File: src/hw/rtl/apd_ram.sv
// Generic single-write, single-read RAM with a registered read port.
module apd_ram #(
  parameter int unsigned Width = 8,
  parameter int unsigned Depth = 16,
  localparam int unsigned AddrW = (Depth > 1) ? $clog2(Depth) : 1
) (
  input  logic             clk_i,
  input  logic             we_i,
  input  logic [AddrW-1:0] waddr_i,
  input  logic [Width-1:0] wdata_i,
  input  logic             re_i,
  input  logic [AddrW-1:0] raddr_i,
  output logic [Width-1:0] rdata_o
);

  logic [Width-1:0] mem [Depth];
  logic [Width-1:0] rdata_q;

  always_ff @(posedge clk_i) begin
    if (we_i) begin
      mem[waddr_i] <= wdata_i;
    end
    if (re_i) begin
      rdata_q <= mem[raddr_i];
    end
  end

  assign rdata_o = rdata_q;

endmodule

File: config.mk
export PLATFORM = sky130hd
export DESIGN_NAME = apd_ram
export DESIGN_NICKNAME = d
export VERILOG_FILES = /design/src/hw/rtl/apd_ram.sv
export SDC_FILE = /design/constraint.sdc
export NUM_CORES = 1
export LEC_CHECK = 0
export BUFFER_PORTS_ARGS = -buffer_cell sky130_fd_sc_hd__buf_2
export CAP_MARGIN = 20
export CELL_PAD_IN_SITES_DETAIL_PLACEMENT = 0
export CELL_PAD_IN_SITES_GLOBAL_PLACEMENT = 1
export CORE_ASPECT_RATIO = 0.7
export CORE_MARGIN = 4
export CORE_UTILIZATION = 48
export CTS_CLUSTER_DIAMETER = 120
export DETAILED_ROUTE_END_ITERATION = 10
export PLACE_DENSITY_LB_ADDON = 0.1
export SLEW_MARGIN = 30
export SYNTH_ARGS = -nofsm -noshare
export SYNTH_HDL_FRONTEND = slang
export SYNTH_SLANG_ARGS = --single-unit
File: constraint.sdc
create_clock -name clk_i -period 1.6 [get_ports clk_i]
set_input_delay 0.08 -clock clk_i [delete_from_list [all_inputs] [get_ports clk_i]]
set_output_delay 0.08 -clock clk_i [all_outputs]
set_load 0.01 [all_outputs]
==> results by group <==
Worst hold path
  – Min-Delay Path Class: primary input to flip-flop
  – Min-Delay Path Depth: 1

Final layout
  – Antenna Cells: 0
  – Footprint of the multi-input gates: roughly 0.0011 mm^2
  – Register Area: ~0.004 mm^2
  – Nets@finish: 306
  – Layout cell share with drive strength beyond 1: 0.327
  – Final Cell Area: about 0.0063 mm^2
  – Layout area overhead: 19.7%
  – FILL cells: 769

Route
  – Initial DRC Count: approximately 240
  – Routed WL: 10,400 um
  – Drt wl/cell: around 24 um
  – Post-route ant nets: 0
  – Drt pass-1 iters: 4
  – DRC: 0
  – Vias per cell: between 5 and 6
  – Vias after detailed routing: around 2,500

Synthesis
  – Syn nets: between 200 and 250
  – Main combinational cell family by area after synthesis: multiplexers
  – Yosys top cell area share: 0.781
  – Compound-Gate Fraction of Synth Area: 0.0230
  – Post-synthesis sequential area ratio: 0.781
  – Synth Instances: between 200 and 250
  – Area leader, netlist: edfxtp_1
  – Post-synthesis adder-cell area fraction: 0
  – Post-synthesis cell area: 0.00523 mm^2
  – XOR/XNOR share of the synthesized area: 0
  – Yosys reg bits: between 100 and 150
  – Mux cell area share after synthesis: 0.148
  – Simple-gate area share of the yosys netlist: 0.0314
  – Average size of a mapped cell: roughly 23 um^2
  – Yosys cell types: 18
  – Synth Warn #: 0
  – Top cells by area, synth: edfxtp_1 (78%), mux4_2 (7.8%), mux4_1 (7.0%)

CTS
  – Clock transition at path regs: ~0.06 ns
  – CTS Hold Bufs: 0
  – Sink Count: 136
  – Htree depth: 4
  – Skew-Pair Late Insertion Delay: between 0.4 and 0.5 ns
  – # Post-CTS Setup Buffers: 0
  – TritonCTS clock tree: yes
  – Cts repair resizes: 0
  – Clock tree buffer depth: 2
  – Root buffer cell: clkbuf_16
  – Inserted Clock Buffers: 17

Setup path
  – Critical Path Sink Type: flip-flop
  – Arr. time, crit path: 1.69 ns
  – Worst Path Required: about 1.8 ns
  – Slowest-stage cell, CP: mux4_1
  – Worst-path maximum fanout: 1
  – Critical path class: flip-flop to flip-flop
  – Top delay family on crit path: multiplexers
  – Crit path launch type: flip-flop
  – Crit path depth: 3
  – Critical path, cell by cell: mux4_1, a22oi_1, nand2_1
  – Path depth of the worst reg2reg path: 3
  – Buf/Inv on CP: 0
  – CP max stage delay: approximately 0.58 ns

Floorplanning
  – # IOs: 27
  – Die ar.: 0.0127 mm^2
  – Std-Cell Rows: 31
  – Floorplan Core Area: approximately 0.010 mm^2
  – Die W: 133 um
  – Die H: roughly 95 um
  – Initial Util: 0.499

Flow run
  – Number of max-cap violations: 0

Timing
  – Worst rel slew slack: 0.537
  – Period utilisation layout: 0.954
  – F_max: ~650 MHz
  – Pins Over Slew Limit: 0
  – Setup violators final: 0
  – Hold_ws: 0.0476 ns
  – Slew @ Worst Pin: between 0.6 and 0.7 ns
  – Fin crit period: approximately 1.5 ns
  – Fin. Hold Viols: 0
  – Max Clock Skew: between 0.004 and 0.005 ns
  – RSZ-0062 raised after global routing: false

Global routing
  – GRT overflow: 0
  – Met3 Use GR: 0.0533
  – Routing usage on met1: 0.278
  – Vias in the first global route: roughly 2,400
  – Grt met2 use: 0.239
  – Largest net degree at the start of global routing: 25
  – Initial antenna violation count: 0
  – Total track usage: 0.179
  – First-pass GRT wire length: roughly 16,000 um
  – Top Usage Layer GRT: met1

Placed design
  – Placed cell area: approximately 0.0056 mm^2
  – Hpwl dp: between 6000 and 7000 um
  – Routability cong.: roughly 0.73
  – Number of port buffers: 26

Power
  – P_leak: between 2 and 2.5 nW
  – Pwr dens: roughly 1300 mW/mm^2
  – Peak supply drop: roughly 1.0 mV
  – Tot Pwr: approximately 8.4 mW

Outcome
  – Outcome: complete, no violations
[metrics by stage]
| stage | utilization | setup WS [ns] | TNS [ns] | instances |
|---|---|---|---|---|
| after floorplan | - | 0.0271 | 0 | 229 |
| after global placement | 0.539 | -0.0358 | -0.0693 | 400 |
| after detailed placement | 0.539 | -0.0267 | -0.0791 | 400 |
| after CTS | 0.597 | 0.0675 | 0 | 432 |
| after global routing | 0.597 | 0.0110 | 0 | 432 |
| final | 0.597 | 0.0730 | 0 | 432 |
[layer usage]
| metal | vias up | share of wire |
|---|---|---|
| met4 | 0 | 0.011 |
| met3 | 13 | 0.061 |
| met1 | 1268 | 0.49 |
| met5 | - | 0 |
| li1 | 1097 | - |
| met2 | 73 | 0.43 |
[cell usage after synthesis]
cell and n:
edfxtp_1 136, or3b_2 1, buf_4 1, nand2_1 9
buf_2 3, and2_1 1, clkdlybuf4s25_2 3, and2b_1 1
nand2b_1 2, nand3_1 1, buf_6 3, mux4_1 14
nor2_1 13, mux4_2 18, nor2b_1 1, nor3_1 4
a22oi_1 16, nand3b_1 2
[report_power, final]
| part | total [mW] | internal [mW] | switching (mW) | leakage, nW |
|---|---|---|---|---|
| combinational | 0.386 | 0.166 | 0.219 | 0.607 |
| sequential | 4.04 | 4.02 | 0.0227 | 1.24 |
| clock | 4.00 | 2.59 | 1.41 | 0.297 |
[final cells by class]
| type | count | share of cell area |
|---|---|---|
| Tap cell | 132 | 0.0264 |
| Sequential cell | 136 | 0.653 |
| Clock buffer | 18 | 0.0686 |
| Clock inverter | 14 | 0.0290 |
| Multi-Input combinational cell | 83 | 0.169 |
| Timing Repair Buffer | 49 | 0.0544 |
[cells by family after synthesis]
logic type,Yosys count
AOI/OAI and AO/OA,16
buffers and inverters,10
DFF,136
muxes,32
and+or+nand+nor,35
[placed cells by master, fill, tap and decap left out, drive strengths merged]
master and instances:
edfxtp 136, buf 49, mux4 32, clkbuf 18, a22oi 16, nor2 13, nand2 9, clkinv 8
nor3 4, bufinv 4, nand3b 2, nand2b 2, clkinvlp 2, nor2b 1, and2 1, and2b 1
nand3 1, or3b 1
[registers in the layout, summed over array words and instances, names as in the netlist]
signal	flops
mem	128
rdata_o	8
[worst reg2reg max path, delay by kind of cell (launching register included)]
kind / cells / cell delay [ns]
AOI/OAI and AO/OA: 1 / 0.26
muxes: 1 / 0.58
and+or+nand+nor: 1 / 0.08
DFF: 1 / 0.36
[worst paths after layout]
path / to / startpoint / slack (ns)
max: rdata_o[2] / mem[9][2] / 0.07
min: rdata_o[1] / re_i / 0.05
max reg2reg: rdata_o[2] / mem[9][2] / 0.07
min reg2reg: rdata_o[5] / mem[15][5] / 0.75
Power figures use the tool's default switching activity.
