**config.mk**
```make
export PLATFORM = sky130hd
export DESIGN_NAME = apd_stage
export DESIGN_NICKNAME = d
export VERILOG_FILES = /design/src/hw/rtl/apd_pkg.sv /design/src/hw/rtl/apd_stage.sv
export SDC_FILE = /design/constraint.sdc
export NUM_CORES = 1
export LEC_CHECK = 0
export ABC_AREA = 1
export BUFFER_PORTS_ARGS = -buffer_cell sky130_fd_sc_hd__buf_2
export CAP_MARGIN = 20
export CELL_PAD_IN_SITES_DETAIL_PLACEMENT = 2
export CELL_PAD_IN_SITES_GLOBAL_PLACEMENT = 2
export CORE_MARGIN = 2
export CORE_UTILIZATION = 35
export CTS_BUF_LIST = sky130_fd_sc_hd__clkbuf_4 sky130_fd_sc_hd__clkbuf_8
export DETAILED_ROUTE_END_ITERATION = 7
export PLACE_DENSITY_LB_ADDON = 0.1
export RECOVER_POWER = 100
export SYNTH_ARGS = -nofsm -noshare
export SYNTH_HDL_FRONTEND = slang
export SYNTH_SLANG_ARGS = --single-unit
```
**constraint.sdc**
```tcl
create_clock -name clk_i -period 4.15 [get_ports clk_i]
set_clock_uncertainty 0.1 [all_clocks]
set_input_delay 0.415 -clock clk_i [delete_from_list [all_inputs] [get_ports clk_i]]
set_output_delay 0.415 -clock clk_i [all_outputs]
set_load 0.005 [all_outputs]
```
**src/hw/rtl/apd_pkg.sv**
```systemverilog
// Shared widths, constants, types and helpers of the four-stage allpass diffuser.
package apd_pkg;

  localparam int unsigned SW         = 24;        // sample width
  localparam int unsigned IW         = SW + 4;    // internal Q4.(SW-1) width
  localparam int unsigned ACCW       = IW + 2;    // sum of four stage outputs
  localparam int unsigned GAINW      = 16;
  localparam int unsigned GAIN_SHIFT = 18;
  localparam logic [GAINW-1:0] GAIN_CAP = 16'd57672;

  localparam int unsigned NUM_STAGES = 4;
  localparam int unsigned STAGE_LEN [NUM_STAGES] = '{997, 1453, 1987, 2741};

  function automatic int unsigned max_len();
    int unsigned m;
    m = 0;
    for (int i = 0; i < NUM_STAGES; i++) begin
      if (STAGE_LEN[i] > m) m = STAGE_LEN[i];
    end
    return m;
  endfunction

  localparam int unsigned MAX_LEN = max_len();
  localparam int unsigned AW      = $clog2(MAX_LEN);

  // Sample flowing down the stage chain with the running sum of stage outputs.
  typedef struct packed {
    logic                    valid;
    logic signed [IW-1:0]    x;
    logic signed [ACCW-1:0]  acc;
  } apd_flow_t;

  typedef struct packed {
    logic            we;
    logic [AW-1:0]   waddr;
    logic [IW-1:0]   wdata;
    logic            re;
    logic [AW-1:0]   raddr;
  } apd_ram_req_t;

  typedef struct packed {
    logic          busy;
    logic [AW-1:0] addr;
  } apd_clr_t;

  // Saturate a value one bit wider than the internal format.
  function automatic logic signed [IW-1:0] sat_int(logic signed [IW:0] v);
    logic signed [IW-1:0] r;
    if (v[IW] != v[IW-1]) begin
      r = v[IW] ? {1'b1, {(IW-1){1'b0}}} : {1'b0, {(IW-1){1'b1}}};
    end else begin
      r = v[IW-1:0];
    end
    return r;
  endfunction

endpackage

```
**src/hw/rtl/apd_stage.sv**
```systemverilog
// One allpass stage: read delay word, form output, write back the feedback word.
module apd_stage import apd_pkg::*; (
  input  logic                clk_i,
  input  logic                rst_ni,
  input  logic                adv_i,
  input  apd_clr_t            clr_i,
  input  logic [AW-1:0]       last_i,
  input  apd_flow_t           in_i,
  output apd_flow_t           out_o,
  output apd_ram_req_t        ram_req_o,
  input  logic [IW-1:0]       ram_rdata_i
);

  logic [AW-1:0]         ptr_q, ptr_d;
  logic                  v1_q, v2_q;
  logic                  fwd_q;
  logic [IW-1:0]         fwd_data_q;
  logic signed [IW-1:0]  x1_q, x2_q, y2_q;
  logic signed [ACCW-1:0] acc1_q, acc2_q;
  logic [AW-1:0]         a1_q, a2_q;

  logic signed [IW-1:0]  d;
  logic signed [IW:0]    neg_x;
  logic signed [IW:0]    y_sum;
  logic signed [IW-1:0]  y;
  logic signed [IW:0]    w_sum;
  logic signed [IW-1:0]  w;
  logic                  fwd_hit;

  // A write of the same entry at the sampling edge is not seen by the read.
  assign fwd_hit = in_i.valid && v2_q && (a2_q == ptr_q);

  assign d     = fwd_q ? $signed(fwd_data_q) : $signed(ram_rdata_i);
  assign neg_x = -$signed({x1_q[IW-1], x1_q});
  assign y_sum = (neg_x >>> 1) + $signed({d[IW-1], d});
  assign y     = sat_int(y_sum);

  assign w_sum = $signed({x2_q[IW-1], x2_q}) + $signed({y2_q[IW-1], y2_q[IW-1], y2_q[IW-1:1]});
  assign w     = sat_int(w_sum);

  always_comb begin
    if (!in_i.valid) begin
      ptr_d = ptr_q;
    end else if (ptr_q == last_i) begin
      ptr_d = '0;
    end else begin
      ptr_d = ptr_q + 1'b1;
    end
  end

  always_comb begin
    if (clr_i.busy) begin
      ram_req_o.we    = (clr_i.addr <= last_i);
      ram_req_o.waddr = clr_i.addr;
      ram_req_o.wdata = '0;
      ram_req_o.re    = 1'b0;
      ram_req_o.raddr = clr_i.addr;
    end else begin
      ram_req_o.we    = v2_q && adv_i;
      ram_req_o.waddr = a2_q;
      ram_req_o.wdata = w;
      ram_req_o.re    = adv_i;
      ram_req_o.raddr = ptr_q;
    end
  end

  always_ff @(posedge clk_i or negedge rst_ni) begin
    if (!rst_ni) begin
      ptr_q <= '0;
      v1_q  <= 1'b0;
      v2_q  <= 1'b0;
      fwd_q <= 1'b0;
    end else if (adv_i) begin
      ptr_q <= ptr_d;
      v1_q  <= in_i.valid;
      v2_q  <= v1_q;
      fwd_q <= fwd_hit;
    end
  end

  always_ff @(posedge clk_i) begin
    if (adv_i) begin
      x1_q       <= in_i.x;
      acc1_q     <= in_i.acc;
      a1_q       <= ptr_q;
      fwd_data_q <= w;
      x2_q       <= x1_q;
      y2_q       <= y;
      acc2_q     <= acc1_q;
      a2_q       <= a1_q;
    end
  end

  assign out_o.valid = v2_q;
  assign out_o.x     = y2_q;
  assign out_o.acc   = acc2_q + $signed({{(ACCW-IW){y2_q[IW-1]}}, y2_q});

endmodule

```
==> metrics.yaml, run 1 <==
clockPowerShare: 0.203
synth.area.top_cells: "edfxtp_1 (40%), nand2_1 (15%), ha_1 (8.8%), inv_1 (5.9%), nor2_1 (3.8%)"
ioPinCount: 228
syn_avg_cell_area_sq_um: 7.99
synthFlopType: "edfxtp_1"
hold_viol: 0
drt_iter0_markers: 1063
critPathMaxStageDelay_ns: 0.46
leakagePower_nw: 9.05
comb_power_share: 0.505
core-area_sq_um: 41000
post-route-util: 0.474
grt_pass1_wl_um: 100000
crit_path_start: "y2_q[10]"
wire_per_inst_um: 27.6
yosysUniqueCellTypes: 43
vias: 15800
area_growth_pct: 33.2
ys_top_cells_by_count: "nand2_1 (573), inv_1 (229), edfxtp_1 (196), nor2_1 (148), a21oi_1 (108)"
ff_latch_area_sq_um: 6260
clock_latency_ns: 0.63
cts_buffers: 40
cp-start-kind: "flip-flop"
path_class: "reg2out"
nFillCells: 4607
gp_congestion: 0.904
syn_inst: 1829
path_clk_slew_ns: 0.07
status: "finished, violations left"
critPathBufInv: 5
syn-num-nets: 2050
path_cells: "ha_1 -> nand2_2 -> nor2_4 -> inv_1 -> o21ai_2 -> nand2_1 -> nand3_2 -> nand2_2 -> nand3_2 -> nand2_2 -> nand2_2 -> inv_2 -> ha_4 -> buf_6 -> nand3_4 -> buf_12 -> a21oi_2 -> buf_2"
cts.sinks: 211
io_buffer_count: 227
slowest_stage: "edfxtp_1"
intPower_mw: 5.93
holdWs_ns: 0.0825
antenna_found_initial: 2
fp.dieH_um: 208
layout-drive-gt1-share: 0.243
yosysSeqAreaShare: 0.429
start_util: 0.356
sw_frac_of_total: 0.453
num_rows: 74
crit_family: "simple AND/OR/NAND/NOR gates"
yosys_warnings: 0
ys_seq_elements: 211
die_w_um: 208
cts.htree.levels: 2
grt_max_degree: 128
violations: "max-capacitance violations, max-slew violations, negative setup slack"
dieArea_sq_um: 43400
ant_nets: 0
peakVddDrop_v: 0.000236
power_switching_mw: 4.90
drt-total-wl_um: 77800
max_freq_ghz: 0.225
fin_crit_sh: 1.07
track_usage: 0.304
cts_tree: "built"
drc: 0
firstDrtPassIters: 5
place_ws_ns: 0.0527
grt-ovfl-total: 0
worstPathArrival_ns: 3.93
synth-edff-count: 196
cp_max_fo: 7
min_path_type: "in2reg"
fin_ws_ns: -0.294
hp-start: "in_i[58]"
yosysTopAreaCell: "edfxtp_1"
syn-cell-area_sq_um: 14600
grt_pass1_vias: 16600
setup_viol: 54
final_max_slew_viol_count: 128
relSlewSlack: -0.359
cp-end-kind: "primary output"
rsz0062_at_grt: "true"
maxCapViolCount: 1
cpMostUsedCell: "nand2_2"
multiInputGateArea_sq_um: 8050
p_per_area_nw_per_um2: 557
async_reset_ff_frac: 0.0711
required_ns: 3.63
hpwl_um: 49700
period_minus_slack_ns: 4.44
clockBufferDepth: 3
clockRootBuffer: "clkbuf_8"
synth_top_area_share: 0.403
via_per_inst: 5.59
seqPwrFrac: 0.292
r2r-start: "x1_q[0]"
yosysMostFrequentCell: "nand2_1"
worst_slew_pin_slew_ns: 2.04
nNetsFinal: 2482
[routing by layer]
| metal | part of all wire | track usage | up-vias |
|---|---|---|---|
| met5 | 0.00018 | 0 | - |
| met4 | 0.053 | 0.123 | 2 |
| met3 | 0.056 | 0.0411 | 229 |
| met2 | 0.50 | 0.553 | 653 |
| met1 | 0.39 | 0.360 | 7964 |
| li1 | - | - | 6935 |
[worst reg2reg max path: stages (launching register included)]
cell and delay, ns:
edfxtp_1 0.45, inv_1 0.12, ha_1 0.19, nand2_1 0.12
nor2_1 0.17, nand2_1 0.15, nor3_2 0.13, buf_4 0.17
nand4_1 0.10, buf_4 0.19, buf_4 0.14, xnor2_1 0.23
inv_1 0.13, ha_4 0.31, nand2_2 0.08, nor2_2 0.16
nand2_1 0.13, nor2_1 0.12, nand2_1 0.12, nand2_1 0.14
nand2_1 0.09, nand2_2 0.11, nand3_2 0.12, buf_12 0.18
nand2_1 0.12, nand2_1 0.10
[timing repair]
action	in CTS	in global routing
buffers inserted	50	54
setup endpoints to repair	27	59
endpoints found under the hold margin	80	0
hold buffers	60	0
pin swaps	11	39
resized for setup	48	114
gates cloned	4	0
[through the flow]
stage | instances | area [sq um] | setup TNS, ns | total power, mW
2_1_floorplan | 1829 | 14600 | 0 | 5.34
3_3_place_gp | 2584 | 16500 | 0 | 7.04
3_5_place_dp | 2584 | 16500 | 0 | 7.20
4_1_cts | 2767 | 18600 | 0 | 9.89
5_1_grt | 2821 | 19500 | -18.77 | 11.2
6_report | 2821 | 19500 | -11.95 | 10.8
[flip-flops by register name, indices dropped and copies added (netlist names)]
signal / flops
fwd_q: 1
acc1_q: 30
x1_q: 28
v1_q: 1
x2_q: 28
a2_q: 12
fwd_data_q: 28
a1_q: 12
y2_q: 28
acc2_q: 30
v2_q: 1
ptr_q: 12
[kinds of logic after synthesis]
logic type	synth area share
AO/OA/AOI/OAI	0.0996
AND/OR/NAND/NOR	0.263
flip-flops	0.429
adder cells (fa/ha/maj)	0.0924
buffers and inverters	0.0707
XOR/XNOR	0.0456
[final cells by class]
| class | count | share of cell area |
|---|---|---|
| multi-input cells | 1357 | 0.414 |
| flip-flops and latches | 211 | 0.322 |
| clock buffers | 54 | 0.0353 |
| repair buffers | 418 | 0.145 |
| inverters | 233 | 0.0450 |
| diodes | 1 | 0.000129 |
| clock inverters | 15 | 0.00457 |
| well taps | 532 | 0.0342 |
[power by group through the flow]
stage | logic (mW) | clock network, mW | registers (mW)
floorplan | 2.33 | 0 | 3.01
global placement | 3.87 | 0 | 3.17
detailed placement | 4.02 | 0 | 3.18
CTS | 4.62 | 2.15 | 3.11
global route | 5.75 | 2.30 | 3.19
finish | 5.47 | 2.20 | 3.16
[worst paths after layout]
kind,endpoint,slack [ns],cells after the start
worst max-delay path,ram_req_o[20],-0.29,18
worst min-delay path,v1_q,0.08,3
worst max register to register,y2_q[1],-0.27,25
worst min register to register,a2_q[9],0.32,0
max in group asynchronous,ptr_q[4],2.91,2
min in group asynchronous,v2_q,0.41,2
[cell usage in the layout (no fill, tap or decap), types with 16 or more instances in the layout]
cell type,netlist,layout
a21oi_1,108,91
a21oi_2,26,37
buf_2,3,215
buf_4,3,100
clkbuf_1,14,26
clkbuf_8,0,45
dlygate4sd3_1,0,60
edfxtp_1,196,196
ha_1,103,69
ha_4,0,24
inv_1,229,227
nand2_1,573,548
nand2_2,9,28
nand3_1,92,80
nand4_1,30,30
nor2_1,148,134
nor3_1,37,35
o21ai_0,83,76
o21bai_1,17,16
xnor2_1,22,21
xor2_1,54,53
Power figures use the tool's default switching activity.
==> run 2, diff against run 1 <==
Settings changed: PLACE_DENSITY set to 0.9, PLACE_DENSITY_LB_ADDON 0.1 to unset.
==> run 2 against run 1 <==
Net effect:
- die area is the same
- core utilization grew 2.4 points
- hold slack gained 0.11 ns
- via count grew 17%
- final area grew 5.0%
- worst setup slack lost 0.50 ns
- the run still ends with max-capacitance violations, max-slew violations, negative setup slack left
- register-to-register slack lost 0.53 ns
- combinational power grew 30%
- routed wire length grew 37%
- highest routed layer unchanged
- fmax shrank 10%
- sequential cell count is the same
==> metrics.yaml, run 2 (synthesized netlist as in run 1, its figures left out) <==
critPathBufInv: 2  # -3
required_ns: 4.49  # +0.86 ns
io_buffer_count: 227  # unchanged
setup_viol: 57  # +5.6%
fin_ws_ns: -0.797  # -0.502 ns
gp_congestion: 0.921  # +1.9%
largest_registers: "acc1_q: 30 flops, acc2_q: 30 flops"
max_freq_ghz: 0.202  # -10%
area_growth_pct: 39.9
hold_viol: 0  # unchanged
drt_iter0_markers: 2082  # +96%
r2r_cells: 17  # -32%
die_w_um: 208  # unchanged
cts.sinks: 211  # unchanged
placedInstanceArea_sq_um: 16400  # -0.59%
rrSetupSlack_ns: -0.80  # -0.53 ns
fp.dieH_um: 208  # unchanged
leakagePower_nw: 9.36  # +3.4%
worstPathArrival_ns: 5.29  # +1.36 ns
cp_max_fo: 5  # -2
grt_pass1_vias: 18200  # +9.8%
holdWs_ns: 0.195  # +0.113 ns
core-area_sq_um: 41000  # unchanged
highest-signal-layer: "met5"
path_class: "reg2reg"
worst_slew_pin_slew_ns: 2.84  # +0.798 ns
start_util: 0.356  # unchanged
grt-ovfl-total: 0  # unchanged
crit_family: "simple AND/OR/NAND/NOR gates"
via_per_inst: 6.53  # +17%
cts_buffers: 42  # +5.0%
finalPower_mw: 13.0  # +20%
drt-total-wl_um: 107000  # +37%
wl_met1_um: 36800  # +21%
antenna_found_initial: 12  # +10
clock_latency_ns: 0.71  # +0.08 ns
ant_nets: 0  # unchanged
vias: 18500  # +17%
critPathMaxStageDelay_ns: 0.68  # +0.22 ns
cp-end-kind: "flip-flop"
stdcell_area_sq_um: 20400  # +5.0%
fin_tns_setup_ns: -29.99  # -18.05 ns
crit_path_start: "x1_q[11]"
grt_max_degree: 190  # +48%
path_clk_slew_ns: 0.10  # +0.03 ns
cpMostUsedCell: "nand2_1"
hold_end: "v1_q"
clockBufferDepth: 3  # unchanged
peakVddDrop_v: 0.000244  # +3.5%
cts.htree.levels: 2  # unchanged
cp-start-kind: "flip-flop"
clockRootBuffer: "clkbuf_8"
num_rows: 74  # unchanged
violations: "max-capacitance violations, max-slew violations, negative setup slack"
final_common_cell: "nand2_1"
hp-start: "in_i[58]"
most-common-layout-cells: "nand2_1 (515), inv_1 (222), buf_2 (202)"
rsz0062_at_grt: "true"
r2r-start: "x1_q[11]"
ioPinCount: 228  # unchanged
period_minus_slack_ns: 4.95  # +0.502 ns
post-route-util: 0.498  # +0.0237
dieArea_sq_um: 43400  # unchanged
maxCapViolCount: 1  # unchanged
final_max_slew_viol_count: 190  # +48%
min_path_type: "in2reg"
slowest_stage: "xor2_1"
firstDrtPassIters: 6  # +1
grt_pass1_wl_um: 120000  # +20%
r2r_end: "y2_q[1]"
path_cells: "inv_1 -> nand3_1 -> nor2_1 -> nand2_2 -> xor2_1 -> ha_1 -> a21oi_1 -> nand2_1 -> nand2_1 -> nand2_1 -> a21oi_2 -> nand2_1 -> nand2_2 -> nand3_4 -> clkbuf_16 -> nand2_1 -> nand2_1"
drc: 0  # unchanged
p_per_area_nw_per_um2: 636  # +14%
status: "finished, violations left"
cts_tree: "built"
nNetsFinal: 2488  # +0.24%
min_delay_path_depth: 3  # unchanged
hpwl_um: 51900  # +4.4%
wire_per_inst_um: 37.6  # +36%
layout-drive-gt1-share: 0.286  # +0.0423
wl_met3_um: 11500  # +170%
track_usage: 0.371  # +0.0671
wl_met2_um: 47000  # +21%
fin_crit_sh: 1.19  # +0.121
relSlewSlack: -0.891  # -0.532
run 2: cell count changes in the layout (fill, tap and decap cells not counted), sizes merged:
cell,previous run,this run
clkinvlp,0,3
clkbuf,82,96
diode,1,7
clkinv,14,7
bufbuf,2,0
run 2: timing repair:
item                                    4_1_cts  5_1_grt
hold buffers                                 60        0
hold endpoints to repair                     79        0
cloned                                        3        7
resized for setup                           123      206
endpoints found under the setup margin       55       56
buffers inserted                             46       64
pin swaps                                    42       79
run 2: worst max path at each step:
stage,end,slack (ns),cells past startpoint
global placement,y2_q[0],0.27,21
finish,y2_q[1],-0.80,17
CTS,ram_req_o[26],-0.1,19
global route,y2_q[2],-0.68,18
floorplan,ram_req_o[26],0.64,18
detailed placement,y2_q[0],-0.11,23
run 2: report_power, final:
part | total [mW] | internal [mW] | leakage, nW | switching, mW
Sequential | 3.28 | 2.83 | 2.09 | 0.450
Clock | 2.62 | 1.31 | 0.462 | 1.31
Combinational | 7.10 | 2.48 | 6.81 | 4.62
Total | 13.0 | 6.61 | 9.36 | 6.38
run 2: worst register-to-register path, cell delays in order, from the launching register on:
cell and delay [ns]:
edfxtp_1 0.60, inv_1 0.23, nand3_1 0.15, nor2_1 0.34, nand2_2 0.22, xor2_1 0.68
ha_1 0.46, a21oi_1 0.28, nand2_1 0.14, nand2_1 0.11, nand2_1 0.12, a21oi_2 0.21
nand2_1 0.15, nand2_2 0.15, nand3_4 0.21, clkbuf_16 0.25, nand2_1 0.21, nand2_1 0.11
run 2: final cells by class:
cell class / count / area, sq um
repair buffers: 422 / 3030
flip-flops and latches: 211 / 6260
well taps: 532 / 666
diodes: 7 / 17.5
multi-input cells: 1357 / 8670
fillers: 4382 / 20600
inverters: 233 / 882
clock buffers: 62 / 803
clock inverters: 11 / 90.1
run 2: per-stage QoR:
step	worst slack, ns	std cells
floorplan	0.639	1829
detailed placement	-0.113	2576
finish	-0.797	2835
CTS	-0.0980	2758
global route	-0.677	2833
global placement	0.267	2576
run 2: layer usage:
| layer | vias up | GRT usage |
|---|---|---|
| li1 | 6952 | - |
| met1 | 9086 | 0.423 |
| met2 | 1668 | 0.635 |
| met3 | 796 | 0.0794 |
| met4 | 6 | 0.231 |
| met5 | - | 0 |
