===== config.mk =====
export PLATFORM = sky130hd
export DESIGN_NAME = apd_out
export DESIGN_NICKNAME = d
export VERILOG_FILES = /design/src/hw/rtl/apd_pkg.sv /design/src/hw/rtl/apd_out.sv
export SDC_FILE = /design/constraint.sdc
export NUM_CORES = 1
export LEC_CHECK = 0
export ABC_AREA = 1
export BUFFER_PORTS_ARGS = -buffer_cell sky130_fd_sc_hd__buf_4
export CORE_MARGIN = 8
export CORE_UTILIZATION = 40
export CTS_BUF_LIST = sky130_fd_sc_hd__clkbuf_8 sky130_fd_sc_hd__clkbuf_16
export DETAILED_ROUTE_END_ITERATION = 10
export SLEW_MARGIN = 40
export SYNTH_ARGS = -nofsm -noshare
export SYNTH_HDL_FRONTEND = slang
export SYNTH_SLANG_ARGS = --single-unit

===== constraint.sdc =====
create_clock -name clk_i -period 6.75 [get_ports clk_i]
set_input_delay 0.675 -clock clk_i [delete_from_list [all_inputs] [get_ports clk_i]]
set_output_delay 0.675 -clock clk_i [all_outputs]
set_load 0.03 [all_outputs]

===== src/hw/rtl/apd_pkg.sv =====
// Shared widths, constants, types and helpers of the four-stage allpass diffuser.
package apd_pkg;

  localparam int unsigned SW         = 24;        // sample width
  localparam int unsigned IW         = SW + 4;    // internal Q4.(SW-1) width
  localparam int unsigned ACCW       = IW + 2;    // sum of four stage outputs
  localparam int unsigned GAINW      = 16;
  localparam int unsigned GAIN_SHIFT = 18;
  localparam logic [GAINW-1:0] GAIN_CAP = 16'd57672;

  localparam int unsigned NUM_STAGES = 4;
  localparam int unsigned STAGE_LEN [NUM_STAGES] = '{997, 1453, 1987, 2741};

  function automatic int unsigned max_len();
    int unsigned m;
    m = 0;
    for (int i = 0; i < NUM_STAGES; i++) begin
      if (STAGE_LEN[i] > m) m = STAGE_LEN[i];
    end
    return m;
  endfunction

  localparam int unsigned MAX_LEN = max_len();
  localparam int unsigned AW      = $clog2(MAX_LEN);

  // Sample flowing down the stage chain with the running sum of stage outputs.
  typedef struct packed {
    logic                    valid;
    logic signed [IW-1:0]    x;
    logic signed [ACCW-1:0]  acc;
  } apd_flow_t;

  typedef struct packed {
    logic            we;
    logic [AW-1:0]   waddr;
    logic [IW-1:0]   wdata;
    logic            re;
    logic [AW-1:0]   raddr;
  } apd_ram_req_t;

  typedef struct packed {
    logic          busy;
    logic [AW-1:0] addr;
  } apd_clr_t;

  // Saturate a value one bit wider than the internal format.
  function automatic logic signed [IW-1:0] sat_int(logic signed [IW:0] v);
    logic signed [IW-1:0] r;
    if (v[IW] != v[IW-1]) begin
      r = v[IW] ? {1'b1, {(IW-1){1'b0}}} : {1'b0, {(IW-1){1'b1}}};
    end else begin
      r = v[IW-1:0];
    end
    return r;
  endfunction

endpackage


===== src/hw/rtl/apd_out.sv =====
// Tail gain scaling, output saturation and output register with skid stage.
module apd_out import apd_pkg::*; (
  input  logic              clk_i,
  input  logic              rst_ni,
  input  apd_flow_t         in_i,
  input  logic [GAINW-1:0]  gain_i,
  output logic              adv_o,
  output logic              m_axis_tvalid,
  input  logic              m_axis_tready,
  output logic [SW-1:0]     m_axis_tdata
);

  localparam int unsigned PW = ACCW + GAINW + 1;

  logic                   av_q, pv_q;
  logic signed [ACCW-1:0] acc_q;
  logic signed [PW-1:0]   prod_d, prod_q, scaled;
  logic                   fits;
  logic [SW-1:0]          res;
  logic                   main_v_q, skid_v_q;
  logic [SW-1:0]          main_q, skid_q;

  assign adv_o  = !skid_v_q;
  assign prod_d = acc_q * $signed({1'b0, gain_i});
  assign scaled = prod_q >>> GAIN_SHIFT;
  assign fits   = (&scaled[PW-1:SW-1]) || !(|scaled[PW-1:SW-1]);

  always_comb begin
    if (fits) begin
      res = scaled[SW-1:0];
    end else if (scaled[PW-1]) begin
      res = {1'b1, {(SW-1){1'b0}}};
    end else begin
      res = {1'b0, {(SW-1){1'b1}}};
    end
  end

  always_ff @(posedge clk_i or negedge rst_ni) begin
    if (!rst_ni) begin
      av_q     <= 1'b0;
      pv_q     <= 1'b0;
      main_v_q <= 1'b0;
      skid_v_q <= 1'b0;
    end else if (skid_v_q) begin
      // pipeline holds; drain the skid into the output register
      if (m_axis_tready) begin
        skid_v_q <= 1'b0;
      end
    end else begin
      av_q <= in_i.valid;
      pv_q <= av_q;
      if (!main_v_q || m_axis_tready) begin
        main_v_q <= pv_q;
      end else if (pv_q) begin
        skid_v_q <= 1'b1;
      end
    end
  end

  always_ff @(posedge clk_i) begin
    if (skid_v_q) begin
      if (m_axis_tready) begin
        main_q <= skid_q;
      end
    end else begin
      acc_q  <= in_i.acc;
      prod_q <= prod_d;
      if (!main_v_q || m_axis_tready) begin
        main_q <= res;
      end else begin
        skid_q <= res;
      end
    end
  end

  assign m_axis_tvalid = main_v_q;
  assign m_axis_tdata  = main_q;

endmodule


==> metrics.md, run 1 <==
| Metric | Value |
|---|---|
| Outcome | `complete, no violations` |
| Req. time, crit path | `6880 ps` |
| Via count | `16400` |
| GP Congestion | `0.916` |
| Synth unique cells | `38` |
| Commonest non-fill, non-tap cells in the layout | `816 x inv_1, 786 x nand2_1, 459 x fa_1, 111 x ha_1, 107 x edfxtp_1` |
| # H-tree levels | `3` |
| Relative slew slack | `44.1%` |
| Sink Count | `111` |
| Final wirelength | `55.0 mm` |
| Clk_lat worst skew | `410 ps` |
| Filler instances | `5491` |
| Post-synthesis sequential area ratio | `15.0%` |
| Die area | `63100 sq um` |
| Cts-stage hold buffer count | `0` |
| Postcts setup bufs | `0` |
| Critical path, cell by cell | `nand2_1 -> fa_1 -> fa_1 -> fa_1 -> inv_1 -> fa_1 -> fa_1 -> inv_1 -> fa_1 -> inv_1 -> ha_1 -> nand2_1 -> nor2_1 -> nand2_1 -> nor3_1 -> nand3_1 -> nand4_1 -> nand2_1` |
| Clock tree buffer depth | `2` |
| Cell count after synthesis | `2735` |
| CORE AREA | `54900 sq um` |
| Reg2Reg Depth | `18` |
| Total grt overflow | `0` |
| Critical path arrival | `6380 ps` |
| CTS resizes | `0` |
| Die Ht | `251 um` |
| Antenna diode count | `0` |
| Mapped cell area | `22100 sq um` |
| Largest net degree at the start of global routing | `60` |
| First-pass GRT wire length | `93.1 mm` |
| CP Class | `reg -> reg` |
| CTS Buf Count | `9` |
| Share of cells above drive strength 1 | `5.34%` |
| Post-synth EDFFs | `107` |
| Util after Layout | `42.9%` |
| Worst Setup Start Kind | `flop` |
| Fraction of the cycle the final worst path needs | `92.6%` |
| Port bufs | `75` |
| Gr usage total | `18.4%` |
| Setup tns final | `0 ps` |
| Leading area contributor after synthesis | `fa_1` |
| DRT Pass-1 Iters | `5` |
| # DRC | `0` |
| Avg WL per Cell | `16.1 um` |
| DP HPWL | `45.1 mm` |
| RSZ-0062 raised after global routing | `no` |
| Max-slew violation count | `0` |
| Syn. warnings | `0` |
| Net count after synthesis | `3383` |
| Initial Util | `40.3%` |
| HP Class | `in -> async` |
| Hold violation count in the final report | `0` |
| Layout Skew | `28.6 ps` |
| Crit path top cell by count | `fa_1` |
| Pin slew with the least headroom to its limit | `839 ps` |
| Die X | `251 um` |
| Vias per cell | `4.80` |
| Slowest CP cell | `edfxtp_1` |
| CP Depth | `18` |
| Fraction of registers with async set or reset after synthesis | `3.60%` |
| Synth Area per Inst | `8.09 sq um` |
| Top Ports | `104` |
| Area growth from synthesis to layout | `6.36%` |
| Max-cap viol count | `0` |
| Yosys top cell area share | `41.5%` |
| Rows | `86` |
| CTS clock-pin slew for the worst setup and hold paths | `80 ps` |
| Synth Flop Type | `edfxtp_1` |
| Layout net count | `3360` |
| Critical path peak fanout | `16` |
| Final setup violation count | `0` |
| Root buffer cell | `clkbuf_16` |
| Area contributors post-synth | `fa_1 42%, edfxtp_1 15%, inv_1 14%, nand2_1 13%, ha_1 6.3%` |
| CP top delay family | `adder cells` |
| CP endpoint kind | `flop` |
| DRT antenna net count | `0` |
| Commonest non-fill, non-tap cell in the layout | `inv_1` |
| Fmax | `0.160 GHz` |
| DR iter-0 viols | `941` |
| Min cycle time layout | `6250 ps` |
| Hold slack | `64.4 ps` |
| Vias in the first global route | `18400` |
| TritonCTS clock tree | `yes` |
| CP peak stage delay | `850 ps` |
| Critical path buffer and inverter count | `3` |
| Seq cells post-synth | `111` |
| Initial antenna violation count | `0` |
-- metrics by stage --
step / setup slack (ps) / area [sq um] / std cells
final: 500 / 23500 / 3421
after global routing: 202 / 23500 / 3421
after CTS: 504 / 23500 / 3420
after detailed placement: 337 / 23200 / 3404
after global placement: 377 / 23200 / 3404
after floorplan: 911 / 22100 / 2735
-- flip-flops by register name, summed over array words and instances, names as in the netlist --
signal and cells:
acc_q 30, prod_q 29, m_axis_tdata 24, skid_q 24
av_q 1, m_axis_tvalid 1, pv_q 1, skid_v_q 1
-- cells in the mapped netlist, types with 13 or more instances --
master    number
inv_1        816
nand2_1      786
fa_1         459
clkbuf_1     113
ha_1         111
edfxtp_1     107
nor2_1        93
a21oi_1       49
nand3_1       39
o21ai_0       28
a31oi_1       25
inv_2         13
-- cell type report --
| type | instances | area [sq um] | area share [%] |
|---|---|---|---|
| multi-input cells | 1675 | 15300 | 64.9 |
| flip-flops and latches | 111 | 3310 | 14.1 |
| inverters | 830 | 3120 | 13.3 |
| well taps | 704 | 881 | 3.74 |
| repair buffers | 85 | 646 | 2.74 |
| clock buffers | 9 | 225 | 0.957 |
| clock inverters | 7 | 80.1 | 0.340 |
-- path summary, 6_finish.rpt --
| kind | startpoint | end | slack (ps) |
|---|---|---|---|
| max | acc_q[28] | prod_q[37] | 500 |
| min | rst_ni | m_axis_tvalid | 60 |
| max reg2reg | acc_q[28] | prod_q[37] | 500 |
| min reg2reg | pv_q | pv_q | 510 |
| max in group asynchronous | rst_ni | pv_q | 6590 |
| min in group clk_i | in_i[8] | acc_q[8] | 430 |
-- metal layers --
layer	vias up	track usage (%)	part of all wire [%]
li1	7677	-	-
met1	8179	22.3	41
met2	444	33.0	51
met3	107	2.93	5.3
met4	0	6.45	3.0
met5	-	0	0
-- logic make-up (layout without fill, tap and decap cells) --
family	count (synthesis)	after routing	share of synthesized area, %
DFF	111	111	15.0
AOI/OAI and AO/OA	124	124	3.09
buffers and inverters	949	931	16.1
and+or+nand+nor	968	968	17.5
adders and majority gates	570	570	47.8
xor gates and xnor gates	13	13	0.515
Power of run 1 is left out: the tool's default activity adds up to more than one toggle a clock period on the data nets, which glitch-free logic cannot reach.
==> run 2: changes to the inputs <==
CORE_UTILIZATION = 45   (was 40)
==> run 2 against run 1 <==
Non-clock buffer count increased by 2; critical path depth unchanged; first-iteration DRC count decreased by 2.6%; count of clock-buffer cells in the layout unchanged; cell count decreased by 1.1%; sequential cell count unchanged; fmax increased by 1.1%.
==> metrics.md, run 2 (synthesis results as in run 1) <==
| Metric | Value |
|---|---|
| HP Class | `in -> async` |
| Die X | `238 um (-5.4%)` |
| Port bufs | `75 (unchanged)` |
| GP Congestion | `0.916 (about the same)` |
| CTS clock-pin slew for the worst setup and hold paths | `80 ps (about the same)` |
| Layout net count | `3362 (+0.060%)` |
| Met1 Use GR | `25.0% (+2.7 points)` |
| Reg2Reg Depth | `18 (unchanged)` |
| Met3 Usage GRT | `3.20% (+0.26 points)` |
| First-pass GRT wire length | `91.4 mm (-1.8%)` |
| CTS resizes | `0 (unchanged)` |
| Initial antenna violation count | `0 (unchanged)` |
| Max reg flops | `30 (unchanged)` |
| Postcts setup bufs | `0 (unchanged)` |
| Largest registers | `acc_q x30, prod_q x29` |
| Final wirelength | `54.5 mm (-0.90%)` |
| Critical path arrival | `6300 ps (-80 ps)` |
| Die area | `56500 sq um (-10%)` |
| TritonCTS clock tree | `yes` |
| Commonest non-fill, non-tap cells in the layout | `816 x inv_1, 786 x nand2_1, 459 x fa_1, 111 x ha_1, 107 x edfxtp_1` |
| Avg WL per Cell | `16.1 um (+0.21%)` |
| Top reg by flops | `acc_q` |
| Cts-stage hold buffer count | `0 (unchanged)` |
| Rows | `81 (-5.8%)` |
| Slowest CP cell | `edfxtp_1` |
| Critical path, cell by cell | `nand2_1 -> fa_1 -> fa_1 -> fa_1 -> inv_1 -> fa_1 -> fa_1 -> inv_1 -> fa_1 -> inv_1 -> ha_1 -> nand2_1 -> nor2_1 -> nand2_1 -> nor3_1 -> nand3_1 -> nand4_1 -> nand2_1` |
| CTS Buf Count | `9 (unchanged)` |
| Layout Skew | `19.4 ps (-9.24 ps)` |
| Crit path top cell by count | `fa_1` |
| DR iter-0 viols | `917 (-2.6%)` |
| CP Class | `reg -> reg` |
| Util after Layout | `48.2% (+5.3 points)` |
| Gr usage total | `20.4% (+2.0 points)` |
| Max-cap viol count | `0 (unchanged)` |
| Met2 GRT Util | `36.3% (+3.3 points)` |
| Worst R2R Setup Slack | `570 ps (+70 ps)` |
| Area growth from synthesis to layout | `6.14%` |
| Register area | `3310 sq um (unchanged)` |
| Worst r2r dst | `prod_q[37]` |
| Max-slew violation count | `0 (unchanged)` |
| Critical path peak fanout | `16 (unchanged)` |
| DP HPWL | `45.0 mm (-0.24%)` |
| CP peak stage delay | `840 ps (about the same)` |
| Filler instances | `4774 (-13%)` |
| Clock tree buffer depth | `2 (unchanged)` |
| Multi-input gate area in the final layout | `15300 sq um (unchanged)` |
| Setup tns final | `0 ps (unchanged)` |
| Vias in the first global route | `18000 (-2.3%)` |
| Initial Util | `45.4% (+5.1 points)` |
| CP endpoint kind | `flop` |
| Final setup violation count | `0 (unchanged)` |
| Commonest non-fill, non-tap cell in the layout | `inv_1` |
| Worst Setup Start Kind | `flop` |
| Largest net degree at the start of global routing | `61 (+1.7%)` |
| DRT Pass-1 Iters | `5 (unchanged)` |
| Req. time, crit path | `6870 ps (about the same)` |
| # DRC | `0 (unchanged)` |
| Fraction of the cycle the final worst path needs | `91.6% (-0.97 points)` |
| Sink Count | `111 (unchanged)` |
| GRT busiest layer | `met2` |
| # H-tree levels | `3 (unchanged)` |
| Hold violation count in the final report | `0 (unchanged)` |
| Top Ports | `104 (unchanged)` |
| DRT antenna net count | `0 (unchanged)` |
| Antenna diode count | `0 (unchanged)` |
| CORE AREA | `48700 sq um (-11%)` |
| Share of cells above drive strength 1 | `5.41% (+0.070 points)` |
| Relative slew slack | `41.6% (-2.5 points)` |
| Total grt overflow | `0 (unchanged)` |
| Clk_lat worst skew | `400 ps (about the same)` |
| Via count | `16400 (+0.037%)` |
| Root buffer cell | `clkbuf_16` |
| Min cycle time layout | `6180 ps (-65.5 ps)` |
| Die Ht | `238 um (-5.4%)` |
| Critical R2R Launch | `acc_q[28]` |
| Pin slew with the least headroom to its limit | `876 ps (+37.1 ps)` |
| Outcome | `complete, no violations` |
| Fmax | `0.162 GHz (+1.1%)` |
| Vias per cell | `4.85 (+1.2%)` |
| RSZ-0062 raised after global routing | `no` |
run 2: changes by cell type in the layout (fill, tap and decap cells not counted), sizes merged:
| cell | delta |
|---|---|
| clkinv | +1 |
| buf | +2 |
| inv | -1 |
run 2: cell type report:
class / instances / share of cell area, %
multi-input combinational: 1675 / 65.0
sequential: 111 / 14.1
inverter: 830 / 13.3
tap: 664 / 3.54
timing repair buffer: 87 / 2.80
clock buffer: 9 / 0.959
clock inverter: 7 / 0.304
run 2: stage by stage:
step / instance area, sq um / std cells / setup WS, ps / hold WS, ps
after floorplan: 22100 / 2735 / 911 / 379
after global placement: 23200 / 3366 / 342 / 467
after detailed placement: 23200 / 3366 / 323 / 475
after CTS: 23500 / 3382 / 568 / 39.6
after global routing: 23500 / 3383 / 267 / 45.6
final: 23500 / 3383 / 566 / 57.3
run 2: how the worst max path moves through the flow:
stage | endpoint | startpoint | slack (ps)
after floorplan | prod_q[46] | gain_i[2] | 910
after global placement | prod_q[45] | gain_i[2] | 340
after detailed placement | prod_q[45] | gain_i[2] | 320
after CTS | prod_q[37] | acc_q[28] | 570
after global routing | prod_q[37] | acc_q[28] | 270
final | prod_q[37] | acc_q[28] | 570
run 2: metal layers:
metal / vias up / share of wire (%)
li1: 7688 / -
met1: 8168 / 42
met2: 444 / 50
met3: 113 / 5.2
met4: 0 / 3.2
met5: - / 0
run 2: worst max-delay path, delay by kind of cell (launching register included):
| kind | cells | cell delay (ps) |
|---|---|---|
| buffers and inverters | 3 | 150 |
| adder cells (fa/ha/maj) | 7 | 3520 |
| AND/OR/NAND/NOR | 8 | 1390 |
| flip-flops | 1 | 840 |
Power of run 2 is left out for the same reason.
==> run 3: changes to the inputs <==
--- a/config.mk
+++ b/config.mk
@@ -11,4 +11,5 @@
 export CORE_UTILIZATION = 45
 export CTS_BUF_LIST = sky130_fd_sc_hd__clkbuf_8 sky130_fd_sc_hd__clkbuf_16
+export CTS_CLUSTER_SIZE = 25
 export DETAILED_ROUTE_END_ITERATION = 10
 export SLEW_MARGIN = 40
==> constraint.sdc (replaced) <==
create_clock -name clk_i -period 6.75 [get_ports clk_i]
set_input_delay 1.35 -clock clk_i [delete_from_list [all_inputs] [get_ports clk_i]]
set_output_delay 1.35 -clock clk_i [all_outputs]
set_load 0.03 [all_outputs]
==> run 3 against run 2 <==
Worst hold slack better by 440 ps; first-iteration DRC count down 12%; die area unchanged; sequential share of layout area down 0.47 points; register-to-register slack better by 100 ps; fmax down 3.8%; global-route usage down 0.24 points; utilization up 1.7 points; routed wire length down 2.0%.
==> metrics.md, run 3 (synthesis results as in run 1) <==
| Metric | Value |
|---|---|
| Outcome | `complete, no violations` |
| Critical path buffer and inverter count | `7 (+4)` |
| Max reg flops | `30 (unchanged)` |
| Largest net degree at the start of global routing | `78 (+28%)` |
| Antenna diode count | `0 (unchanged)` |
| Port bufs | `75 (unchanged)` |
| Hold slack | `500 ps (+442 ps)` |
| Slowest CP cell | `fa_1` |
| Rows | `81 (unchanged)` |
| Commonest non-fill, non-tap cells in the layout | `816 x inv_1, 786 x nand2_1, 459 x fa_1, 171 x buf_4, 111 x ha_1` |
| Top reg by flops | `acc_q` |
| Layout net count | `3455 (+2.8%)` |
| Area growth from synthesis to layout | `9.82%` |
| Postcts setup bufs | `0 (unchanged)` |
| RSZ-0062 raised after global routing | `no` |
| Crit path top cell by count | `fa_1` |
| Final Worst Setup Slack | `322 ps (-244 ps)` |
| DRT antenna net count | `0 (unchanged)` |
| Util after Layout | `49.8% (+1.7 points)` |
| GP Congestion | `0.905 (-1.2%)` |
| Pre-CTS setup slack | `-40.3 ps (-363 ps)` |
| Largest registers | `acc_q x30, prod_q x29` |
| Critical path arrival | `6580 ps (+280 ps)` |
| Final setup violation count | `0 (unchanged)` |
| Multi-input gate area in the final layout | `15300 sq um (unchanged)` |
| CTS clock-pin slew for the worst setup and hold paths | `90 ps (about the same)` |
| Filler instances | `4757 (-0.36%)` |
| Fin cells | `3476 (+2.7%)` |
| Fraction of the cycle the final worst path needs | `95.2% (+3.6 points)` |
| Total grt overflow | `0 (unchanged)` |
| Max-slew violation count | `0 (unchanged)` |
| CP Class | `in -> reg` |
| Die area | `56500 sq um (unchanged)` |
| Die X | `238 um (unchanged)` |
| CP peak stage delay | `560 ps (-280 ps)` |
| Req. time, crit path | `6900 ps (+30 ps)` |
| Share of cells above drive strength 1 | `8.53% (+3.1 points)` |
| Fmax | `0.156 GHz (-3.8%)` |
| Sink Count | `111 (unchanged)` |
| CTS resizes | `0 (unchanged)` |
| Root buffer cell | `clkbuf_16` |
| Initial antenna violation count | `0 (unchanged)` |
| Hold violation count in the final report | `0 (unchanged)` |
| Vias in the first global route | `18500 (+2.5%)` |
| Via count | `16600 (+0.88%)` |
| CORE AREA | `48700 sq um (unchanged)` |
| Top Ports | `104 (unchanged)` |
| Final wirelength | `53.4 mm (-2.0%)` |
| Max-cap viol count | `0 (unchanged)` |
| Avg WL per Cell | `15.4 um (-4.6%)` |
| CTS Buf Count | `9 (unchanged)` |
| DRT Pass-1 Iters | `7 (+2)` |
| Cts-stage hold buffer count | `0 (unchanged)` |
| First-pass GRT wire length | `91.9 mm (+0.52%)` |
| Worst Setup Start Kind | `primary input` |
| Min cycle time layout | `6430 ps (+244 ps)` |
| Clk_lat worst skew | `420 ps (+20 ps)` |
| Critical path peak fanout | `12 (-4)` |
| Layout Skew | `38.7 ps (+19.3 ps)` |
| Vias per cell | `4.76 (-1.8%)` |
| Dpl cells | `3460 (+2.8%)` |
| Initial Util | `45.4% (unchanged)` |
| # H-tree levels | `3 (unchanged)` |
| TritonCTS clock tree | `yes` |
| DR iter-0 viols | `810 (-12%)` |
| # DRC | `0 (unchanged)` |
| Register area | `3310 sq um (unchanged)` |
| Commonest non-fill, non-tap cell in the layout | `inv_1` |
| Relative slew slack | `46.9% (+5.3 points)` |
| HP Class | `reg -> reg` |
| Pin slew with the least headroom to its limit | `797 ps (-78.8 ps)` |
| DP HPWL | `46.2 mm (+2.6%)` |
| Clock tree buffer depth | `2 (unchanged)` |
| Gr usage total | `20.2% (-0.24 points)` |
| CP top delay family | `adder cells` |
| Critical path, cell by cell | `buf_4 -> buf_4 -> nand2_1 -> inv_1 -> fa_1 -> inv_1 -> fa_1 -> fa_1 -> inv_1 -> fa_1 -> fa_1 -> inv_1 -> fa_1 -> inv_1 -> ha_1 -> nand2_1 -> nor2_1 -> nand2_1 -> nor3_1 -> nand3_1 -> nand4_1 -> nand2_1` |
| CP endpoint kind | `flop` |
| Die Ht | `238 um (unchanged)` |
==> run 3: cell types whose count changed in the layout (fill, tap and decap cells not counted) <==
cell        change
buf_12          +8
clkinv_8        +2
buf_4          +85
inv_8           -2
clkinvlp_4      -1
clkinv_4        +2
clkinv_2        -1
==> run 3: per-layer routing <==
layer | GRT usage (%) | vias to the layer above | wire (um)
met2 | 36.6 | 367 | 27400
li1 | - | 7882 | -
met5 | 0 | - | 0
met1 | 24.5 | 8218 | 22400
met3 | 2.76 | 91 | 2170
met4 | 6.63 | 0 | 1440
==> run 3: cell type report <==
class | count | area share [%]
clock buffers | 9 | 0.927
clock inverters | 7 | 0.355
inverters | 830 | 12.8
multi-input cells | 1675 | 62.8
flip-flops and latches | 111 | 13.6
well taps | 664 | 3.42
repair buffers | 180 | 5.99
==> run 3: through the flow <==
step	cell area [sq um]	setup TNS [ps]
global placement	24000	-89.2
global route	24300	0
detailed placement	24000	-146
CTS	24300	0
floorplan	22100	0
finish	24300	0
==> run 3: final timing paths <==
path	to	cells after the start	slack (ps)	startpoint
min in group asynchronous	skid_v_q	1	730	rst_ni
hold / removal	pv_q	2	500	pv_q
hold reg to reg	pv_q	2	500	pv_q
setup reg to reg	prod_q[37]	22	670	acc_q[7]
setup / recovery	prod_q[37]	22	320	gain_i[3]
max in group asynchronous	pv_q	1	5910	rst_ni
==> run 3: worst register-to-register path, delay by kind of cell, from the launching register on <==
family / cells / cell delay, ps
simple gates: 8 / 1150
fa+ha+maj: 7 / 3370
flops: 1 / 880
buf+inv: 7 / 420
Power of run 3 is left out for the same reason.
